<file path="src/crcts_pkg.sv">
package crcts_pkg;

	// Number of 32-bit words in the running sum and in the step value
	localparam int WORD_COUNT = 23;
	localparam int ADDR_W     = $clog2(WORD_COUNT);
	localparam int COUNT_W    = 48;

	typedef logic [ADDR_W-1:0] addr_t;

	localparam logic [31:0]        CRC_POLY  = 32'hedb88320;
	localparam logic [31:0]        TAIL_MASK = 32'hfffffffc;
	localparam logic [COUNT_W-1:0] COUNT_MAX = {COUNT_W{1'b1}};

	// Sum words that feed the candidate bytes, big-endian from the top word down.
	// The head word gives only its low half to the CRC; the tail word is taken
	// from the low byte of one word and the upper three bytes of the next.
	localparam addr_t HEAD_WORD     = addr_t'(22);
	localparam addr_t LAST_CRC_WORD = addr_t'(16);
	localparam addr_t TAIL_LO_WORD  = addr_t'(15);
	localparam addr_t TAIL_HI_WORD  = addr_t'(14);

	typedef enum logic [1:0] {
		MODE_LOAD_SUM  = 2'd0,
		MODE_LOAD_STEP = 2'd1,
		MODE_TEST      = 2'd2,
		MODE_READ      = 2'd3
	} mode_t;

	typedef enum logic [2:0] {
		ST_IDLE,
		ST_RD_WAIT,
		ST_CRC_ISSUE,
		ST_CRC_LOAD,
		ST_CRC_RUN,
		ST_ADD,
		ST_PUSH
	} state_t;

	typedef struct packed {
		logic       init;
		logic       load;
		logic [2:0] nbytes;
	} crc_ctrl_t;

	// One byte of a reflected CRC-32
	function automatic logic [31:0] crc_byte(input logic [31:0] crc, input logic [7:0] b);
		logic [31:0] c;
		c = crc ^ {24'd0, b};
		for (int i = 0; i < 8; i++) begin
			c = c[0] ? ((c >> 1) ^ CRC_POLY) : (c >> 1);
		end
		return c;
	endfunction

endpackage

</file>
<file path="src/crcts_ram.sv">
module crcts_ram #(
	parameter int WIDTH = 32,
	parameter int DEPTH = 23
) (
	input  logic                     clk,
	input  logic                     we,
	input  logic [$clog2(DEPTH)-1:0] waddr,
	input  logic [WIDTH-1:0]         wdata,
	input  logic [$clog2(DEPTH)-1:0] raddr,
	output logic [WIDTH-1:0]         rdata
);

	logic [WIDTH-1:0] mem_q [DEPTH];

	always_ff @(posedge clk) begin
		if (we) begin
			mem_q[waddr] <= wdata;
		end
		rdata <= mem_q[raddr];
	end

endmodule

</file>
<file path="src/crcts_crc.sv">
module crcts_crc (
	input  logic                clk,
	input  logic                arst_n,
	input  crcts_pkg::crc_ctrl_t ctrl,
	input  logic [31:0]         seed,
	input  logic [31:0]         word,
	output logic                busy,
	output logic [31:0]         crc
);

	logic [31:0] crc_q;
	logic [31:0] shreg_q;
	logic [2:0]  left_q;

	// Consume one byte per cycle from the top of the shift register
	always_ff @(posedge clk or negedge arst_n) begin
		if (!arst_n) begin
			crc_q  <= '0;
			left_q <= '0;
		end else if (ctrl.init) begin
			crc_q  <= seed;
			left_q <= '0;
		end else if (ctrl.load) begin
			left_q <= ctrl.nbytes;
		end else if (left_q != 3'd0) begin
			crc_q  <= crcts_pkg::crc_byte(crc_q, shreg_q[31:24]);
			left_q <= left_q - 3'd1;
		end
	end

	always_ff @(posedge clk) begin
		if (ctrl.load) begin
			shreg_q <= word;
		end else if (left_q != 3'd0) begin
			shreg_q <= {shreg_q[23:0], 8'd0};
		end
	end

	assign busy = (left_q != 3'd0);
	assign crc  = crc_q;

endmodule

</file>
<file path="src/crcts_add.sv">
module crcts_add (
	input  logic        clk,
	input  logic        arst_n,
	input  logic        en,
	input  logic        first,
	input  logic [31:0] a,
	input  logic [31:0] b,
	output logic [31:0] sum
);

	logic        carry_q;
	logic        cin;
	logic [32:0] total;

	// Drop the carry into the lowest word
	assign cin   = first ? 1'b0 : carry_q;
	assign total = {1'b0, a} + {1'b0, b} + {32'd0, cin};
	assign sum   = total[31:0];

	always_ff @(posedge clk or negedge arst_n) begin
		if (!arst_n) begin
			carry_q <= 1'b0;
		end else if (en) begin
			carry_q <= total[32];
		end
	end

endmodule

</file>
<file path="src/crc_tail_signature_search.sv">
// Timing: a load gives no result; a read answers from a registered RAM read; a test runs
// 7 sum words through the byte-serial CRC, then 2 tail words, each behind a registered
// RAM read, and on a miss adds the step into the sum one word at a time over all words.
// Flow: one word at a time; a new word is taken in the cycle m_tvalid rises, not while a
// test or read is in progress; a result not yet taken holds the next one back.
// Reset: arst_n async, active low; clears FSM, counter, prefix CRC (all ones); RAMs keep data.
module crc_tail_signature_search (
	input  logic         clk,
	input  logic         arst_n,
	// configuration: prefix CRC
	input  logic         cfg_we,
	input  logic [31:0]  cfg_wdata,
	// input words
	input  logic         s_tvalid,
	output logic         s_tready,
	input  logic [39:0]  s_tdata,  // [4:0] word_index, [36:5] word_value, [39:37] zero
	input  logic [1:0]   s_tuser,  // [1:0] mode
	// result words
	output logic         m_tvalid,
	input  logic         m_tready,
	output logic [79:0]  m_tdata,  // [31:0] read_value, [79:32] tested_total
	output logic [0:0]   m_tuser   // [0] matched
);

	typedef crcts_pkg::addr_t addr_t;

	// --------------------------------------------------------------------
	// Input word decode
	// --------------------------------------------------------------------
	crcts_pkg::mode_t mode;
	logic [4:0]       word_index;
	logic [31:0]      word_value;
	logic             idx_ok;
	addr_t            idx_addr;
	logic             s_fire;

	assign mode       = crcts_pkg::mode_t'(s_tuser[1:0]);
	assign word_index = s_tdata[4:0];
	assign word_value = s_tdata[36:5];
	// Out-of-range indices: loads are dropped, reads return zero
	assign idx_ok     = ({1'b0, word_index} < 6'(crcts_pkg::WORD_COUNT));
	assign idx_addr   = word_index[crcts_pkg::ADDR_W-1:0];
	assign s_fire     = s_tvalid && s_tready;

	// --------------------------------------------------------------------
	// State
	// --------------------------------------------------------------------
	crcts_pkg::state_t state_q, state_d;

	logic [31:0]                    prefix_crc_q;
	logic [crcts_pkg::COUNT_W-1:0]  cnt_q;
	addr_t                          wp_q;      // word pointer for the CRC pass
	addr_t                          ai_q;      // read pointer for the add pass
	logic                           issue_done_q;
	logic                           rd_vld_s1;
	addr_t                          addr_s1;
	logic                           rd_ok_q;
	logic [7:0]                     tail_lo_q;
	logic                           res_match_q;
	logic [31:0]                    res_val_q;

	logic                           m_tvalid_q;
	logic [31:0]                    out_val_q;
	logic [crcts_pkg::COUNT_W-1:0]  out_total_q;
	logic                           out_match_q;

	logic push_ok;
	assign push_ok = !m_tvalid_q || m_tready;

	// --------------------------------------------------------------------
	// RAMs, CRC engine and adder
	// --------------------------------------------------------------------
	logic        sum_we, step_we;
	addr_t       sum_waddr, sum_raddr, step_waddr;
	logic [31:0] sum_wdata, step_wdata;
	logic [31:0] sum_rdata, step_rdata;

	crcts_ram #(
		.WIDTH (32),
		.DEPTH (crcts_pkg::WORD_COUNT)
	) u_sum_ram (
		.clk   (clk),
		.we    (sum_we),
		.waddr (sum_waddr),
		.wdata (sum_wdata),
		.raddr (sum_raddr),
		.rdata (sum_rdata)
	);

	crcts_ram #(
		.WIDTH (32),
		.DEPTH (crcts_pkg::WORD_COUNT)
	) u_step_ram (
		.clk   (clk),
		.we    (step_we),
		.waddr (step_waddr),
		.wdata (step_wdata),
		.raddr (ai_q),
		.rdata (step_rdata)
	);

	crcts_pkg::crc_ctrl_t crc_ctrl;
	logic [31:0]          crc_word;
	logic                 crc_busy;
	logic [31:0]          crc_val;

	crcts_crc u_crc (
		.clk    (clk),
		.arst_n (arst_n),
		.ctrl   (crc_ctrl),
		.seed   (prefix_crc_q),
		.word   (crc_word),
		.busy   (crc_busy),
		.crc    (crc_val)
	);

	logic [31:0] add_sum;

	crcts_add u_add (
		.clk    (clk),
		.arst_n (arst_n),
		.en     (rd_vld_s1),
		.first  (addr_s1 == addr_t'(0)),
		.a      (sum_rdata),
		.b      (step_rdata),
		.sum    (add_sum)
	);

	// Tail check on the word that closes the candidate: low byte from the word
	// above, upper three bytes of this one, reassembled little-endian
	logic [31:0] tail_word;
	logic        hit;

	assign tail_word = {sum_rdata[15:8], sum_rdata[23:16], sum_rdata[31:24], tail_lo_q};
	assign hit       = (tail_word & crcts_pkg::TAIL_MASK) ==
	                   (~crc_val & crcts_pkg::TAIL_MASK);

	logic add_last;
	assign add_last = issue_done_q && rd_vld_s1;

	// --------------------------------------------------------------------
	// Next state
	// --------------------------------------------------------------------
	always_comb begin
		state_d = state_q;
		unique case (state_q)
			crcts_pkg::ST_IDLE: begin
				if (s_fire && mode == crcts_pkg::MODE_READ) begin
					state_d = crcts_pkg::ST_RD_WAIT;
				end else if (s_fire && mode == crcts_pkg::MODE_TEST) begin
					state_d = crcts_pkg::ST_CRC_ISSUE;
				end
			end
			crcts_pkg::ST_RD_WAIT:   state_d = crcts_pkg::ST_PUSH;
			crcts_pkg::ST_CRC_ISSUE: state_d = crcts_pkg::ST_CRC_LOAD;
			crcts_pkg::ST_CRC_LOAD: begin
				if (wp_q == crcts_pkg::TAIL_HI_WORD) begin
					state_d = hit ? crcts_pkg::ST_PUSH : crcts_pkg::ST_ADD;
				end else if (wp_q == crcts_pkg::TAIL_LO_WORD) begin
					state_d = crcts_pkg::ST_CRC_ISSUE;
				end else begin
					state_d = crcts_pkg::ST_CRC_RUN;
				end
			end
			crcts_pkg::ST_CRC_RUN: begin
				if (!crc_busy) begin
					state_d = crcts_pkg::ST_CRC_ISSUE;
				end
			end
			crcts_pkg::ST_ADD: begin
				if (add_last) begin
					state_d = crcts_pkg::ST_PUSH;
				end
			end
			crcts_pkg::ST_PUSH: begin
				if (push_ok) begin
					state_d = crcts_pkg::ST_IDLE;
				end
			end
			default: state_d = crcts_pkg::ST_IDLE;
		endcase
	end

	// --------------------------------------------------------------------
	// Outputs of the sequencer: RAM ports, CRC control, handshake
	// --------------------------------------------------------------------
	always_comb begin
		s_tready        = 1'b0;
		sum_we          = 1'b0;
		sum_waddr       = idx_addr;
		sum_wdata       = word_value;
		sum_raddr       = wp_q;
		step_we         = 1'b0;
		step_waddr      = idx_addr;
		step_wdata      = word_value;
		crc_ctrl.init   = 1'b0;
		crc_ctrl.load   = 1'b0;
		crc_ctrl.nbytes = 3'd4;
		crc_word        = sum_rdata;
		unique case (state_q)
			crcts_pkg::ST_IDLE: begin
				s_tready  = 1'b1;
				sum_raddr = idx_addr;
				if (s_fire && idx_ok && mode == crcts_pkg::MODE_LOAD_SUM) begin
					sum_we = 1'b1;
				end
				if (s_fire && idx_ok && mode == crcts_pkg::MODE_LOAD_STEP) begin
					step_we = 1'b1;
				end
				if (s_fire && mode == crcts_pkg::MODE_TEST) begin
					crc_ctrl.init = 1'b1;
				end
			end
			crcts_pkg::ST_CRC_LOAD: begin
				// Head word gives only its low half; words down to the last CRC word
				// give all four bytes
				if (wp_q >= crcts_pkg::LAST_CRC_WORD) begin
					crc_ctrl.load = 1'b1;
				end
				if (wp_q == crcts_pkg::HEAD_WORD) begin
					crc_ctrl.nbytes = 3'd2;
					crc_word        = {sum_rdata[15:0], 16'd0};
				end
			end
			crcts_pkg::ST_ADD: begin
				sum_raddr = ai_q;
				sum_waddr = addr_s1;
				sum_wdata = add_sum;
				sum_we    = rd_vld_s1;
			end
			default: begin
			end
		endcase
	end

	// --------------------------------------------------------------------
	// Registers
	// --------------------------------------------------------------------
	always_ff @(posedge clk or negedge arst_n) begin
		if (!arst_n) begin
			state_q      <= crcts_pkg::ST_IDLE;
			prefix_crc_q <= 32'hffffffff;
			cnt_q        <= '0;
			wp_q         <= '0;
			ai_q         <= '0;
			issue_done_q <= 1'b0;
			rd_vld_s1    <= 1'b0;
			m_tvalid_q   <= 1'b0;
		end else begin
			state_q <= state_d;
			if (cfg_we) begin
				prefix_crc_q <= cfg_wdata;
			end
			// Start a test: bump the saturating counter, point at the head word
			if (state_q == crcts_pkg::ST_IDLE && s_fire && mode == crcts_pkg::MODE_TEST) begin
				if (cnt_q != crcts_pkg::COUNT_MAX) begin
					cnt_q <= cnt_q + 1'b1;
				end
				wp_q <= crcts_pkg::HEAD_WORD;
			end
			// Step down one word after each load state of the CRC pass but the last
			if (state_q == crcts_pkg::ST_CRC_LOAD && wp_q != crcts_pkg::TAIL_HI_WORD) begin
				wp_q <= wp_q - addr_t'(1);
			end
			// Arm the add pass on a miss
			if (state_q == crcts_pkg::ST_CRC_LOAD && state_d == crcts_pkg::ST_ADD) begin
				ai_q         <= '0;
				issue_done_q <= 1'b0;
				rd_vld_s1    <= 1'b0;
			end
			if (state_q == crcts_pkg::ST_ADD) begin
				rd_vld_s1 <= !issue_done_q;
				if (!issue_done_q) begin
					if (ai_q == addr_t'(crcts_pkg::WORD_COUNT - 1)) begin
						issue_done_q <= 1'b1;
					end else begin
						ai_q <= ai_q + addr_t'(1);
					end
				end
			end
			// Output register: hold until taken, refill from the result stage
			if (state_q == crcts_pkg::ST_PUSH && push_ok) begin
				m_tvalid_q <= 1'b1;
			end else if (m_tready) begin
				m_tvalid_q <= 1'b0;
			end
		end
	end

	always_ff @(posedge clk) begin
		if (state_q == crcts_pkg::ST_IDLE) begin
			rd_ok_q <= idx_ok;
		end
		if (state_q == crcts_pkg::ST_ADD) begin
			addr_s1 <= ai_q;
		end
		if (state_q == crcts_pkg::ST_RD_WAIT) begin
			res_match_q <= 1'b0;
			res_val_q   <= rd_ok_q ? sum_rdata : 32'd0;
		end
		if (state_q == crcts_pkg::ST_CRC_LOAD && wp_q == crcts_pkg::TAIL_LO_WORD) begin
			tail_lo_q <= sum_rdata[7:0];
		end
		if (state_q == crcts_pkg::ST_CRC_LOAD && wp_q == crcts_pkg::TAIL_HI_WORD) begin
			res_match_q <= hit;
			res_val_q   <= sum_rdata;
		end
		// Report the fresh word 14 as it is written back
		if (state_q == crcts_pkg::ST_ADD && rd_vld_s1 && addr_s1 == crcts_pkg::TAIL_HI_WORD) begin
			res_val_q <= add_sum;
		end
		if (state_q == crcts_pkg::ST_PUSH && push_ok) begin
			out_match_q <= res_match_q;
			out_val_q   <= res_val_q;
			out_total_q <= cnt_q;
		end
	end

	assign m_tvalid = m_tvalid_q;
	assign m_tdata  = {out_total_q, out_val_q};
	assign m_tuser  = out_match_q;

	// --------------------------------------------------------------------
	// Assertions
	// --------------------------------------------------------------------
	a_no_write_in_crc: assert property (@(posedge clk) disable iff (!arst_n)
		(state_q == crcts_pkg::ST_CRC_RUN || state_q == crcts_pkg::ST_CRC_LOAD) |-> !sum_we)
		else $error("sum RAM written during CRC pass");

	a_waddr_range: assert property (@(posedge clk) disable iff (!arst_n)
		sum_we |-> (sum_waddr < addr_t'(crcts_pkg::WORD_COUNT)))
		else $error("sum RAM write beyond word count");

	a_count_mono: assert property (@(posedge clk) disable iff (!arst_n)
		1'b1 |=> (cnt_q >= $past(cnt_q)))
		else $error("test counter went backwards");

	a_test_counts: assert property (@(posedge clk) disable iff (!arst_n)
		(s_fire && mode == crcts_pkg::MODE_TEST) |=> (cnt_q != '0))
		else $error("test accepted without counting");

endmodule

</file>
<file path="config.mk">
export PLATFORM = sky130hd
export DESIGN_NAME = crc_tail_signature_search
export DESIGN_NICKNAME = d
export VERILOG_FILES = /design/src/crcts_pkg.sv /design/src/crcts_ram.sv /design/src/crcts_crc.sv /design/src/crcts_add.sv /design/src/crc_tail_signature_search.sv
export SDC_FILE = /design/constraint.sdc
export NUM_CORES = 2
export LEC_CHECK = 0
export ABC_AREA = 1
export BUFFER_PORTS_ARGS = -buffer_cell sky130_fd_sc_hd__buf_4
export CAP_MARGIN = 20
export CORE_MARGIN = 1.5
export CORE_UTILIZATION = 50
export DETAILED_ROUTE_END_ITERATION = 6
export PLACE_DENSITY = 0.73
export SLEW_MARGIN = 15
export SYNTH_ARGS = -nofsm -noshare
export SYNTH_HDL_FRONTEND = slang
export SYNTH_HIERARCHICAL = 1
export SYNTH_SLANG_ARGS = --single-unit
</file>
<file path="constraint.sdc">
create_clock -name clk -period 6.35 [get_ports clk]
set_input_delay 0.635 -clock clk [delete_from_list [all_inputs] [get_ports clk]]
set_output_delay 0.635 -clock clk [all_outputs]
set_load 0.03 [all_outputs]
</file>
=== Yosys cells after proc, flatten, opt, wreduce, memory -nomap -nowiden ===
Memories as Yosys holds them, arrays and structs flattened. A register that Yosys moved wholly into a read port is not among the register bits.
Index checks and enable logic that the tools add are counted.

* Bits in registers: 292
* RAM bits: 1472
* Bits of input ports: 79
* Output and inout bits: 83
* Logic and storage cells: 157
* Memories: 2

{| class="wikitable"
|+ Memories
! name !! words !! width !! rd ports !! clocked after Yosys merged registers in !! wr ports !! line !! RTL
|-
| u_step_ram.mem_q || 23 || 32 || 1 || 1 || 1 || crcts_ram.sv:13 || <nowiki>logic [WIDTH-1:0] mem_q [DEPTH];</nowiki>
|-
| u_sum_ram.mem_q || 23 || 32 || 1 || 1 || 1 || crcts_ram.sv:13 ||
|}

* Add/subtract/negate cells: 6
* Magnitude comparators: 2
* Equality and inequality tests: 19
* Mux-type cells: 65
* Bitwise gates (word level): 10
* Reductions and logical operators: 33

{| class="wikitable"
|+ Operator list
! operator !! number
|-
| $mux W32 || 20
|-
| $not A13 Y14 || 8
|-
| $add A48 B1 Y48 const B || 1
|-
| $ne A48 B48 Y1 const B || 1
|-
| $mux W5 || 7
|-
| $add A32 B32 Y33 || 1
|-
| $add A33 B1 Y33 || 1
|-
| $mux W3 || 11
|-
| $not A32 Y32 || 1
|-
| $xor A32 B8 Y32 || 1
|-
| $eq A30 B30 Y1 || 1
|-
| $mux W1 || 22
|-
| $pmux W3 S7 || 1
|-
| $logic_and A1 B1 Y1 || 16
|-
| $eq A5 B4 Y1 const B || 3
|-
| $eq A3 B3 Y1 const B || 4
|-
| $reduce_bool A2 Y1 || 6
|-
| $eq A5 B5 Y1 const B || 2
|-
| $pmux W5 S2 || 1
|-
| $reduce_bool A3 Y1 || 3
|-
| $eq A3 B2 Y1 const B || 2
|-
| $add A5 B1 Y5 const B || 1
|-
| $ge A5 B5 Y1 const B || 1
|-
| $logic_not A5 Y1 || 1
|-
| 16 further kinds || 19
|}

=== Depth between registers and ports, before layout ===
* Word-level depth: 20
* Mapped depth: 20
* Depth with buffers taken out: 19

=== By module ===
The synthesis kept the hierarchy.

{| class="wikitable"
|+ By module, submodules not included
! module !! times used !! cells an instance !! area each (sq um) !! seq. area each (sq um)
|-
| crcts_ram at u_step_ram || 1 || 2501 || 30297.8 || 22741.8
|-
| crcts_ram at u_sum_ram || 1 || 2501 || 30277.8 || 22741.8
|-
| crc_tail_signature_search || 1 || 1212 || 10908.0 || 6226.0
|-
| crcts_crc || 1 || 549 || 4319.1 || 1836.8
|-
| crcts_add || 1 || 547 || 2725.1 || 25.0
|}

=== Worst setup path after synthesis ===
OpenSTA, ideal clock, no wires.

* Kind: input to register
* Start: input port m_tready
* End: register out_match_q (netlist: m_tuser) (enable)
* Library setup time: 0.523 ns
* Arrival time: 4.193 ns
* Slack: 1.633 ns
* Cell stages on the path: 3
* Buffers on the path: 0
* Cells stage by stage: or2_2 inv_1 nor2_1

* Longest elaborated chain between the ends: 2

{| class="wikitable"
|+ RTL lines
! what !! line !! RTL
|-
| start, declared || crc_tail_signature_search.sv:20 || <nowiki>input logic m_tready,</nowiki>
|-
| $logic_or A1 B1 Y1 || crc_tail_signature_search.sv:68 || <nowiki>assign push_ok = !m_tvalid_q || m_tready;</nowiki>
|-
| $logic_and A1 B1 Y1 || crc_tail_signature_search.sv:312 || <nowiki>if (state_q == crcts_pkg::ST_PUSH && push_ok) begin</nowiki>
|-
| end signal, assigned || crc_tail_signature_search.sv:313 || <nowiki>out_match_q <= res_match_q;</nowiki>
|-
| end, declared || crc_tail_signature_search.sv:65 || <nowiki>logic out_match_q;</nowiki>
|}

Every way passes these cells.
A chain may end at the register's enable or synchronous reset.

=== Final worst setup path ===
* Start: register state_q[1]
* End: register u_sum_ram.rdata[17] (read register of u_sum_ram.mem_q)

* Longest elaborated chain between the ends: 2
* Elaborated cells on any way between the ends: 3
* Classes of those cells: eq/ne: 1; mux: 1; reduce/logical: 1

{| class="wikitable"
|+ RTL lines
! what !! line !! RTL
|-
| start, declared || crc_tail_signature_search.sv:48 || <nowiki>crcts_pkg::state_t state_q, state_d;</nowiki>
|-
| start signal, assigned || crc_tail_signature_search.sv:241 || <nowiki>state_q <= crcts_pkg::ST_IDLE;</nowiki>
|-
| start signal, assigned || crc_tail_signature_search.sv:250 || <nowiki>state_q <= state_d;</nowiki>
|-
| $eq A3 B3 Y1 or $logic_not A3 Y1 (tied branches) || crc_tail_signature_search.sv:200 || <nowiki>unique case (state_q)</nowiki>
|-
| $pmux W5 S2 * || crc_tail_signature_search.sv:200 ||
|-
| named net sum_raddr[0] || crc_tail_signature_search.sv:74 || <nowiki>addr_t sum_waddr, sum_raddr, step_waddr;</nowiki>
|-
| end, declared || crcts_ram.sv:10 || <nowiki>output logic [WIDTH-1:0] rdata</nowiki>
|}

Mark *: on every way through the listed nets, which the timed path passes. The rest lies on a longest branch.

==> results.md <==
* Vias/cell at 5.65
* CP max-delay cell: buf_4
* Cell count after synthesis at 7310
* DRC at 0
* Slew Limit Fails at 0
* Initial Util at 50.3%
* Die Wd at 399 um
* Status: finished clean
* Detail Route Antenna Nets at 0
* Top cell by count, worst path: nand2_1
* Worst Path Arrival at 5560 ps
* Largest cells by area after synthesis: edfxtp_1 62%, nand2_1 13%, nand3_1 7.0%, dfrtp_1 3.2%, dfxtp_1 1.6%
* Placer Congestion at 0.923
* First-pass GRT wire length at 307 mm
* Clock share of power at 23.8%
* Post-synth top area share at 62.3%
* Req. time, crit path at 7100 ps
* Peak Freq at 208 MHz
* Post-synth EDFFs at 1630
* Multi-input gate area at 21800 um2
* CP max FO at 170
* Final TNS setup at 0 ps
* Synth Register Bits at 1826
* CTS tree: yes
* Top Ports at 162
* Top cells by count, synth: 2666 x nand2_1, 1630 x edfxtp_1, 1099 x nand3_1
* Mean Syn Cell Area at 10.7 um2
* WL final at 205 mm
* Pwr dens at 490 nW/um2
* Comb pwr share at 40.4%
* Number of global-route vias before repair at 51300
* Final Power at 42.9 mW
* Fill count at 12587
* Starting DRC count in detailed routing at 6348
* Pre-Repair DR Iteration Count at 7
* Mux share of post-synthesis cell area at 0.459%
* Max incr delay on CP at 890 ps
* Clock slew at reported path FFs at 60 ps
* DR WL/cell at 21.4 um
* Worst-skew pair later-pin latency at 820 ps
* Sequential fraction of the synthesis area at 68.2%
* CTS Buf Count at 178
* Crit path kind: flip-flop to flip-flop
* Design Area, Final at 87600 um2
* Final worst path period need at 4810 ps
* Share of power burned in registers at 35.8%
* Async set or reset register ratio after synthesis at 7.23%
* Switch Pwr at 17.8 mW
* Max VDD drop at 0.805 mV
* Post-synth top flop: edfxtp_1
* Area Growth Syn to Fin at 11.5%
* Util after Layout at 56.1%
* Pin count of the biggest net entering global routing at 224
* Synth warn at 6
* RSZ-0062 raised after global routing: false
* CP Launch Type: flip-flop
* Layout cells sized above 1 at 10.3%
* Post-synth net total at 7430
* Synth unique cells at 58
* Pint at 25.1 mW
* Slew headroom at 22.1%
* Die Area at 159000 um2
* Critical Path Sink Type: flip-flop
* Slew @ Worst Pin at 1170 ps
* Tcrit/Tclk final at 75.8%
* CTS resizes at 0
* Final Hold Viols at 0
* Syn Std Cell Area at 78500 um2
* Largest family of logic cells by synthesized area: simple AND/OR/NAND/NOR gates
* Number of post-CTS setup repair buffers at 0
* Synth Area in Simple Gates at 22.4%
* Leading area contributor after synthesis: edfxtp_1
* Sw Ratio at 41.5%
* H-tree depth at 4
* Max Cap Viol at 0
* HPWL after DPL at 123 mm
* Register Area at 53600 um2
* Antenna violations before repair at 8
* Post-synthesis adder-cell area fraction at 0.672%
* PortBufs at 158
* CP delay by family, top: buffers and inverters
* XOR/XNOR Fraction of Synth Area at 1.08%
* Net count, final at 7508
* Clk_skew at 40.6 ps
* Via count at 54270
* # clock sinks at 1826
* Grt ovf at 0
* LEAKAGE at 33.9 nW
* Count leader, synth: nand2_1
* Maximum clock path buffer count at 3
* CTS Root Cell: clkbuf_16
* Crit-path cells: inv_1, nand2_1, inv_1, nand2_4, inv_1, nor2_1, nand2_1, o221ai_4, buf_12, buf_4, nand2_1, nand3_1, nand3_1, nand2_1, nand2_1, nand2_1, nand2_1, nand2_1
* Std-Cell Rows at 145
* Die height at 399 um
* Placed Area at 81800 um2
* HP Class: input port to flip-flop
* Post-synthesis compound-gate area fraction at 2.67%
* Final setup viols at 0
* WP buf/inv at 5
* Core Region at 156000 um2
* GRT Util Overall at 25.4%
flip-flops by register name, summed over array words and instances, names as in the netlist, 3 cells and up:
| register | flops |
|---|---|
| addr_s1 | 5 |
| u_sum_ram/mem_q | 736 |
| u_crc/left_q | 3 |
| cnt_q | 48 |
| u_step_ram/rdata | 32 |
| out_val_q | 32 |
| u_sum_ram/rdata | 32 |
| ai_q | 5 |
| out_total_q | 48 |
| prefix_crc_q | 32 |
| tail_lo_q | 6 |
| res_val_q | 32 |
| u_crc/crc | 32 |
| u_crc/shreg_q | 32 |
| u_step_ram/mem_q | 736 |
| wp_q | 5 |
| state_q | 3 |
layout make-up:
cell class                 count  share of cell area (%)
antenna                        2                 0.00571
clock buffer                 225                    5.36
clock inverter               105                    1.08
inverter                     342                    1.52
multi-input combinational   4747                    24.9
sequential                  1826                    61.2
tap                         2058                    2.94
timing repair buffer         293                    3.00
routing by layer:
metal | GRT usage, % | share of wire, %
met3 | 4.05 | 8.9
met1 | 34.4 | 40
met4 | 10.9 | 4.1
met2 | 40.9 | 47
met5 | 0 | 0.013
cell usage in the layout, fill, tap and decap left out, types with 6 or more instances in the layout:
cell type	count
nand3_2	7
xnor2_1	29
clkinv_8	7
dfxtp_1	64
nand2_2	36
inv_2	21
ha_1	39
o21bai_1	6
o21ai_0	171
nor2_4	50
inv_1	313
nand2_1	2666
clkinv_2	33
nand4_1	16
nor3_1	27
xor2_1	57
bufinv_16	11
buf_4	265
o21ai_1	93
nand2_4	16
nor2_1	244
edfxtp_1	1630
clkbuf_16	179
clkbuf_1	42
o211ai_1	10
mux2_2	32
a21oi_1	93
nand3_1	1097
clkinv_1	38
dfrtp_1	96
o22ai_1	6
buf_16	14
dfstp_2	32
inv_6	7
buf_12	11
nor2_2	8
clkinvlp_4	6
power groups by stage:
stage                     Combinational [mW]  Sequential [mW]  Clock [mW]
after floorplan                         13.0             15.1           0
after CTS                               17.1             15.3        10.3
after global routing                    19.1             15.4        10.8
after global placement                  16.6             15.5           0
after detailed placement                16.9             15.6           0
final                                   17.3             15.3        10.2
final timing paths:
check                           slack, ps  cells past startpoint                   to           from
max in group asynchronous            4580                      3        u_crc/crc[30]         arst_n
worst min-delay path                   50                      2     prefix_crc_q[20]  cfg_wdata[20]
worst min register to register        420                      0        out_val_q[24]  res_val_q[24]
min in group asynchronous             380                      2            cnt_q[37]         arst_n
worst max-delay path                 1540                     18  u_sum_ram/rdata[17]     state_q[1]
worst max register to register       1540                     18  u_sum_ram/rdata[17]     state_q[1]
per-stage QoR:
step	setup slack (ps)	hold slack, ps	std cells
finish	1540	48.2	9598
detailed placement	1720	405	9260
CTS	1670	0.287	9592
global placement	1760	405	9243
global route	1290	33.5	9596
floorplan	1630	339	7310
repair_timing:
action                                 in CTS  in global routing
hold buffers                                2                  0
endpoints found under the hold margin      65                  0
setup endpoints to repair                   0                  0
cell families (layout without fill, tap and decap cells):
group | Yosys count | count (layout)
buffers and inverters | 737 | 965
AOI/OAI and AO/OA | 396 | 396
xor gates and xnor gates | 91 | 91
and+or+nand+nor | 4186 | 4186
other | 1 | 3
muxes | 32 | 32
adders and majority gates | 41 | 41
DFF | 1826 | 1826
Note: power is estimated with default switching activity, not from simulation.
